[src/design/whr_pkg.sv]
package whr_pkg;

   localparam int SPEED_CLASSES = 80;
   localparam int DIRECTIONS    = 16;
   localparam int COUNT_WIDTH   = 32;
   localparam int ROW_LEN       = DIRECTIONS + 1;
   localparam int BIN_TOTAL     = (SPEED_CLASSES + 1) * ROW_LEN;
   localparam int ADDR_W        = $clog2(BIN_TOTAL);
   localparam int DIR_IDX_W     = $clog2(DIRECTIONS);

   localparam int ACTION_W = 2;
   localparam int ENTRY_W  = 4;
   localparam int DIR_W    = 9;
   localparam int SPEED_W  = 10;
   localparam int ROW_W    = 7;
   localparam int COL_W    = 5;
   localparam int DCOUNT_W = 5;
   localparam int CSR_IDX_W  = 2;
   localparam int CSR_DATA_W = 10;
   localparam int OUT_W      = 32;

   localparam int FULL_CIRCLE = 360;
   // x / 5 == (x * 205) >> 10 for every 10-bit x
   localparam int CLASS_RECIP = 205;
   localparam int CLASS_SHIFT = 10;
   localparam int QUOT_W      = 8;
   localparam int PROD_W      = SPEED_W + QUOT_W;

   localparam logic [SPEED_W-1:0] LIMIT_RESET  = '0;
   localparam logic [DIR_W-1:0]   NODATA_RESET = 9'd511;
   localparam logic [DCOUNT_W-1:0] DCOUNT_RESET = 5'd16;

   typedef enum logic [ACTION_W-1:0] {
      ACT_LOAD    = 2'd0,
      ACT_OBSERVE = 2'd1,
      ACT_READ    = 2'd2,
      ACT_NONE    = 2'd3
   } action_type;

   typedef enum logic [CSR_IDX_W-1:0] {
      CSR_DET_LIMIT = 2'd0,
      CSR_NODATA    = 2'd1,
      CSR_DIR_COUNT = 2'd2
   } csr_index_type;

   typedef enum logic [2:0] {
      SEL_BIN   = 3'd0,
      SEL_ROW   = 3'd1,
      SEL_COL   = 3'd2,
      SEL_READ  = 3'd3,
      SEL_CLEAR = 3'd4
   } addr_sel_type;

   typedef struct packed {
      logic         capture;
      logic         eval;
      logic         load_write;
      logic         calm_inc;
      logic         search_init;
      logic         search_step;
      logic         mem_rd;
      logic         mem_we;
      logic         clear_step;
      logic         count_load;
      logic         respond;
      addr_sel_type addr_sel;
   } cmd_type;

   typedef struct packed {
      action_type action;
      logic       calm_cond;
      logic       read_ok;
      logic       search_last;
      logic       clear_last;
   } status_type;

   function automatic logic [ADDR_W-1:0] bin_addr(input logic [ROW_W-1:0] row,
                                                  input logic [COL_W-1:0] col);
      bin_addr = ADDR_W'(row) * ADDR_W'(ROW_LEN) + ADDR_W'(col);
   endfunction

   function automatic logic [COUNT_WIDTH-1:0] count_inc(input logic [COUNT_WIDTH-1:0] v);
      count_inc = (v == '1) ? v : v + COUNT_WIDTH'(1);
   endfunction

endpackage

[src/design/whr_ctrl.sv]
module whr_ctrl
   import whr_pkg::*;
(
   input  logic       clock,
   input  logic       reset,
   input  logic       start,
   input  status_type status,
   output cmd_type    cmd,
   output logic       busy
);

   typedef enum logic [12:0] {
      S_CLEAR     = 13'b0000000000001,
      S_IDLE      = 13'b0000000000010,
      S_EVAL      = 13'b0000000000100,
      S_SEARCH    = 13'b0000000001000,
      S_RD_BIN    = 13'b0000000010000,
      S_WR_BIN    = 13'b0000000100000,
      S_RD_ROW    = 13'b0000001000000,
      S_WR_ROW    = 13'b0000010000000,
      S_RD_COL    = 13'b0000100000000,
      S_WR_COL    = 13'b0001000000000,
      S_READ      = 13'b0010000000000,
      S_READ_WAIT = 13'b0100000000000,
      S_DONE      = 13'b1000000000000
   } state_type;

   state_type state_ff, state_in;

   always_ff @(posedge clock) begin
      if (reset) begin
         state_ff <= S_CLEAR;
      end else begin
         state_ff <= state_in;
      end
   end

   always_comb begin
      cmd      = '0;
      state_in = state_ff;
      unique case (state_ff)
         S_CLEAR: begin
            cmd.mem_we     = 1'b1;
            cmd.clear_step = 1'b1;
            cmd.addr_sel   = SEL_CLEAR;
            if (status.clear_last) state_in = S_IDLE;
         end
         S_IDLE: begin
            if (start) begin
               cmd.capture = 1'b1;
               state_in    = S_EVAL;
            end
         end
         S_EVAL: begin
            cmd.eval = 1'b1;
            unique case (status.action)
               ACT_LOAD: begin
                  cmd.load_write = 1'b1;
                  state_in       = S_DONE;
               end
               ACT_OBSERVE: begin
                  if (status.calm_cond) begin
                     cmd.calm_inc = 1'b1;
                     state_in     = S_DONE;
                  end else begin
                     cmd.search_init = 1'b1;
                     state_in        = S_SEARCH;
                  end
               end
               ACT_READ: begin
                  state_in = status.read_ok ? S_READ : S_DONE;
               end
               default: begin
                  state_in = S_DONE;
               end
            endcase
         end
         S_SEARCH: begin
            cmd.search_step = 1'b1;
            if (status.search_last) state_in = S_RD_BIN;
         end
         S_RD_BIN: begin
            cmd.mem_rd   = 1'b1;
            cmd.addr_sel = SEL_BIN;
            state_in     = S_WR_BIN;
         end
         S_WR_BIN: begin
            cmd.mem_we   = 1'b1;
            cmd.addr_sel = SEL_BIN;
            state_in     = S_RD_ROW;
         end
         S_RD_ROW: begin
            cmd.mem_rd   = 1'b1;
            cmd.addr_sel = SEL_ROW;
            state_in     = S_WR_ROW;
         end
         S_WR_ROW: begin
            cmd.mem_we   = 1'b1;
            cmd.addr_sel = SEL_ROW;
            state_in     = S_RD_COL;
         end
         S_RD_COL: begin
            cmd.mem_rd   = 1'b1;
            cmd.addr_sel = SEL_COL;
            state_in     = S_WR_COL;
         end
         S_WR_COL: begin
            cmd.mem_we   = 1'b1;
            cmd.addr_sel = SEL_COL;
            state_in     = S_DONE;
         end
         S_READ: begin
            cmd.mem_rd   = 1'b1;
            cmd.addr_sel = SEL_READ;
            state_in     = S_READ_WAIT;
         end
         S_READ_WAIT: begin
            cmd.count_load = 1'b1;
            state_in       = S_DONE;
         end
         S_DONE: begin
            cmd.respond = 1'b1;
            state_in    = S_IDLE;
         end
         default: begin
            state_in = S_IDLE;
         end
      endcase
   end

   assign busy = (state_ff != S_IDLE);

endmodule

[config.mk]
export PLATFORM = sky130hd
export DESIGN_NAME = whr_ctrl
export DESIGN_NICKNAME = d
export VERILOG_FILES = /design/src/design/whr_pkg.sv /design/src/design/whr_ctrl.sv
export SDC_FILE = /design/constraint.sdc
export NUM_CORES = 1
export LEC_CHECK = 0
export ABC_AREA = 1
export BUFFER_PORTS_ARGS = -buffer_cell sky130_fd_sc_hd__buf_2
export CAP_MARGIN = 15
export CORE_MARGIN = 10
export CORE_UTILIZATION = 54
export CTS_BUF_LIST = sky130_fd_sc_hd__clkbuf_2 sky130_fd_sc_hd__clkbuf_4 sky130_fd_sc_hd__clkbuf_8
export CTS_CLUSTER_DIAMETER = 200
export DETAILED_ROUTE_END_ITERATION = 7
export PLACE_DENSITY = 0.9
export RECOVER_POWER = 25
export SLEW_MARGIN = 20
export SYNTH_ARGS = -nofsm -noshare
export SYNTH_HDL_FRONTEND = slang
export SYNTH_SLANG_ARGS = --single-unit
[constraint.sdc]
create_clock -name clock -period 1.8 [get_ports clock]
set_clock_uncertainty 0.15 [all_clocks]
set_input_delay 0.18 -clock clock [delete_from_list [all_inputs] [get_ports clock]]
set_output_delay 0.18 -clock clock [all_outputs]
set_load 0.02 [all_outputs]
==> out/metrics.yaml, run 1 <==
n_antenna_cell: 0
cts_made_buffers: 3
hold_ws_ps: 21.3
dpl-instance-area_sq_um: 1060
via_per_inst: 6.12
setup_ws_ps: -145
clock_sinks: 13
cp_common_cell: "buf_4"
syn_nets: 157
required_ps: 1470
wl_um: 4100
ys_seq_elements: 13
period_needed_ps: 1940
largest_register_ffs: 13
ir_worst_vdd_mv: 0.481
worstSetupPathType: "reg -> out"
cts-htree-levels: 1
antenna_found_initial: 0
path_cells: "nor2_4 > buf_4 > inv_1 > nor2_2 > o21ai_1 > nand2_1 > buf_4"
ys_warn_count: 0
clk_latency_ps: 290
drive_above_1_share_pct: 53.6
ys_seq_area_share_pct: 28.1
powerDensity_nw_per_um2: 520
cp-start-kind: "flip-flop"
cts_tree: "built"
rrSetupSlack_ps: -30
cts_root_buffer: "clkbuf_4"
avgSynthCellArea_sq_um: 6.39
layoutNonFillerInstCount: 208
die_h_um: 61.4
syn2layout_area_growth_pct: 54.6
io_buffers: 23
clockBufferDepth: 2
dp_hpwl_um: 2000
overflow: 0
start_util_pct: 59.4
critPathSlowestCell: "dfxtp_2"
netlist-cell-type-count: 22
reg.largest.list: "state_ff x13"
vias: 1272
crit_fanout: 3
status: "finished, violations left"
num_rows: 14
drtPass1Iterations: 6
drv_cap: 0
power_mw: 0.744
p_leak_nw: 0.756
finalSetupViolCount: 18
grt_pass1_vias: 1067
ant_nets: 0
hold_viol: 0
final_core_util_pct: 91.8
final_area_sq_um: 1430
tns_ps: -776
remaining_drc_errors: 0
dieArea_sq_um: 3770
path_clk_slew_ps: 90
largest_register: "state_ff"
crit_path_end_kind: "output pin"
wl_per_cell_um: 19.7
fillers: 68
final_common_cell: "buf_4"
place_inst: 183
fp.dieW_um: 61.4
slew_violations: 0
detailedPlace.worstSlack_ps: 73.3
fmax_ghz: 0.514
final_cell_mix: "buf_4, inv_1, nand2_1"
worst_slew_pin_slew_ps: 267
syn-cell-area_sq_um: 926
fin_crit_sh_pct: 108
grt_max_degree: 12
rsz0062_at_grt: "yes"
top_level_ports: 24
critPathArrivalTime_ps: 1610
hp-class: "in -> reg"
core-area_sq_um: 1560
slew_headroom_pct: 82.1
gr-usage-all-layers_pct: 17.3
grt_pass1_wl_um: 4910
violations: "negative setup slack"
slowest_delay_ps: 400
gp_congestion: 0.934
fin_nets: 205
netlist_instances: 145
dr.first_iter.drc_count: 160
## report_power, final
part	leakage, nW	switching, mW	internal [mW]
clock network	0.0177	0.112	0.0828
logic	0.627	0.146	0.0976
registers	0.111	0.0115	0.295
## worst max-delay path: cells and delay by family, from the launching register on
kind | cells | cell delay (ps)
and+or+nand+nor | 3 | 250
buffers and inverters | 3 | 420
AOI/OAI and AO/OA | 1 | 250
DFF | 1 | 400
## layer usage
| layer | share of wire (%) | track usage [%] | wire (um) | vias to the layer above |
|---|---|---|---|---|
| li1 | - | - | - | 550 |
| met2 | 47 | 30.6 | 1930 | 122 |
| met5 | 0 | 0 | 0 | - |
| met3 | 11 | 4.12 | 445 | 31 |
| met4 | 6.2 | 8.60 | 255 | 0 |
| met1 | 36 | 18.8 | 1470 | 569 |
## area by class of cell
class	count	area (sq um)	area share [%]
Sequential cell	13	277	19.3
Timing Repair Buffer	44	318	22.2
Multi-Input combinational cell	105	689	48.2
Tap cell	16	20.0	1.40
Inverter	26	100	6.99
Clock buffer	3	22.5	1.57
Clock inverter	1	5.00	0.350
## final timing paths
path | from | to | depth (start not counted)
setup / recovery | state_ff[8] | cmd[1] | 7
hold / removal | status[0] | state_ff[0] | 4
setup reg to reg | state_ff[0] | state_ff[7] | 11
hold reg to reg | state_ff[4] | state_ff[5] | 2
## cell families (layout without fill, tap and decap cells)
logic type / after synthesis / count (layout) / synth area share (%)
buffers and inverters: 27 / 74 / 11.2
AOI/OAI and AO/OA: 4 / 4 / 2.57
adders and majority gates: 3 / 3 / 4.05
DFF: 13 / 13 / 28.1
and+or+nand+nor: 98 / 98 / 54.1
## cells in the mapped netlist
cell	count	share of area [%]
nor3_1	12	6.5
nand2_4	2	2.4
a21oi_1	1	0.54
clkbuf_1	1	0.41
nor3b_1	1	0.81
inv_4	1	0.68
nor2_4	1	1.2
nor3_4	1	1.8
dfxtp_1	13	28
a21oi_2	1	0.95
nor2_1	24	9.7
o21ai_0	2	1.1
ha_1	3	4.1
nand2_2	5	3.4
nand3_4	1	1.9
inv_2	3	1.2
nand4_1	3	2.0
nor2_2	6	4.1
nand2_1	26	11
nand3_1	14	7.6
nor3_2	2	2.2
inv_1	22	8.9
## repair_timing
action	CTS	global route
hold buffers	1	0
resized for setup	30	32
setup buffers	10	10
endpoints found under the hold margin	1	0
pin swaps	9	8
endpoints found under the setup margin	11	14
(Power assumes the default switching activity.)
==> run 2: changes to the inputs <==
- HOLD_SLACK_MARGIN: unset -> 0.12
==> out/metrics.yaml, run 2 (synthesis gave the netlist of run 1 again) <==
detailedPlace.worstSlack_ps: 73.3
dieArea_sq_um: 3770
drv_cap: 0
n_antenna_cell: 0
final_core_util_pct: 94.9
largest_register_ffs: 13
hold_viol: 0
clk_latency_ps: 300
vias: 1384
wl_um: 4630
violations: "negative setup slack"
gr-usage-all-layers_pct: 17.6
timing.rr.end: "state_ff[9]"
rrSetupSlack_ps: -70
rsz0062_at_grt: "yes"
ir_worst_vdd_mv: 0.411
io_buffers: 23
crit_fanout: 3
cp-start-kind: "flip-flop"
grt_pass1_wl_um: 5110
required_ps: 1470
critPathArrivalTime_ps: 1620
intPower_mw: 0.481
worst_slew_pin_slew_ps: 254
fillers: 42
cts-htree-levels: 1
dp_hpwl_um: 2000
setup_ws_ps: -147
hold_start: "start"
crit_path_end_kind: "output pin"
p_sw_share_pct: 36.9
clockPowerShare_pct: 26.2
core-area_sq_um: 1560
p_comb_share_pct: 33.3
critPathSlowestCell: "dfxtp_2"
final_cell_mix: "buf_4, inv_1, nand2_1"
p_sw_mw: 0.281
grt_max_degree: 12
via_per_inst: 6.47
hp-class: "in -> reg"
clockBufferDepth: 2
critPathBufInv: 2
drive_above_1_share_pct: 52.5
fmax_ghz: 0.513
cts_made_buffers: 3
cp.depth: 7
path_cells: "nor2_4 > buf_4 > nand3_1 > nor2_2 > o21ai_2 > nand3_1 > buf_4"
slew_violations: 0
cts_root_buffer: "clkbuf_4"
drtPass1Iterations: 5
cts_tree: "built"
powerDensity_nw_per_um2: 515
dpl-instance-area_sq_um: 1060
sequentialPowerShare_pct: 40.4
slowest_delay_ps: 360
syn2layout_area_growth_pct: 59.9
largest_register: "state_ff"
final_area_sq_um: 1480
path_clk_slew_ps: 100
final_common_cell: "buf_4"
hold_end: "state_ff[12]"
wl_per_cell_um: 21.6
fin_crit_sh_pct: 108
clock_sinks: 13
fp.dieW_um: 61.4
antenna_found_initial: 0
status: "finished, violations left"
fin_nets: 211
r2r_cells: 11
hold_path_depth: 5
ant_nets: 0
num_rows: 14
crit_family: "simple AND/OR/NAND/NOR gates"
power_mw: 0.762
gp_congestion: 0.934
start_util_pct: 59.4
tns_ps: -1340
grt_pass1_vias: 1126
remaining_drc_errors: 0
timing.rr.start: "state_ff[12]"
reg.largest.list: "state_ff x13"
worstSetupPathType: "reg -> out"
slew_headroom_pct: 83.0
dr.first_iter.drc_count: 234
top_level_ports: 24
finalSetupViolCount: 21
period_needed_ps: 1950
die_h_um: 61.4
p_leak_nw: 0.777
overflow: 0
run 2: cell count changes in the layout (fill, tap and decap cells not counted), moves of 2 or more:
cell and delta:
buf_2 -2, buf_4 +5, dlygate4sd3_1 +5, buf_6 -2
run 2: how the worst max path moves through the flow:
| stage | start | endpoint | slack [ps] |
|---|---|---|---|
| floorplan | state_ff[4] | cmd[10] | 100 |
| global placement | state_ff[2] | cmd[7] | 170 |
| detailed placement | state_ff[2] | cmd[7] | 70 |
| CTS | state_ff[11] | cmd[13] | -20 |
| global route | state_ff[10] | cmd[7] | -240 |
| finish | state_ff[11] | cmd[7] | -150 |
run 2: what timing repair did:
action,4_1_cts,5_1_grt
cloned,0,0
resized for setup,30,30
setup buffers,10,11
hold buffers,6,0
hold endpoints to repair,11,0
pin swaps,9,13
setup endpoints to repair,11,14
run 2: cell type report:
cell class,instances,area [sq um],share of cell area [%]
multi-input combinational,105,686,46.3
timing repair buffer,50,373,25.2
sequential,13,274,18.5
inverter,26,100,6.76
clock buffer,3,22.5,1.52
tap,16,20.0,1.35
clock inverter,1,5.00,0.338
run 2: per-layer routing:
metal	up-vias	global-route usage (%)	share of wire (%)
li1	567	-	-
met1	624	19.0	35
met2	154	32.4	47
met3	39	3.70	12
met4	0	7.64	6.7
met5	-	0	0
run 2: power groups by stage:
stage	logic, mW	clock network, mW	registers [mW]
finish	0.254	0.200	0.308
global placement	0.155	0	0.307
CTS	0.201	0.191	0.305
detailed placement	0.160	0	0.308
global route	0.268	0.199	0.307
floorplan	0.114	0	0.306
run 2: per-stage QoR:
step / hold WS [ps] / instances
after CTS: 212 / 203
after global placement: 274 / 183
after global routing: 352 / 214
after detailed placement: 279 / 183
final: 302 / 214
after floorplan: 146 / 145
run 2: worst reg2reg max path, cell delays in order (launching register included):
cell	delay, ps
dfxtp_1	420
inv_2	100
nand3_4	160
inv_4	90
buf_4	150
nand2_2	100
inv_2	60
nand2_2	90
nand2_2	60
inv_2	100
nand2_4	110
nor3_1	200
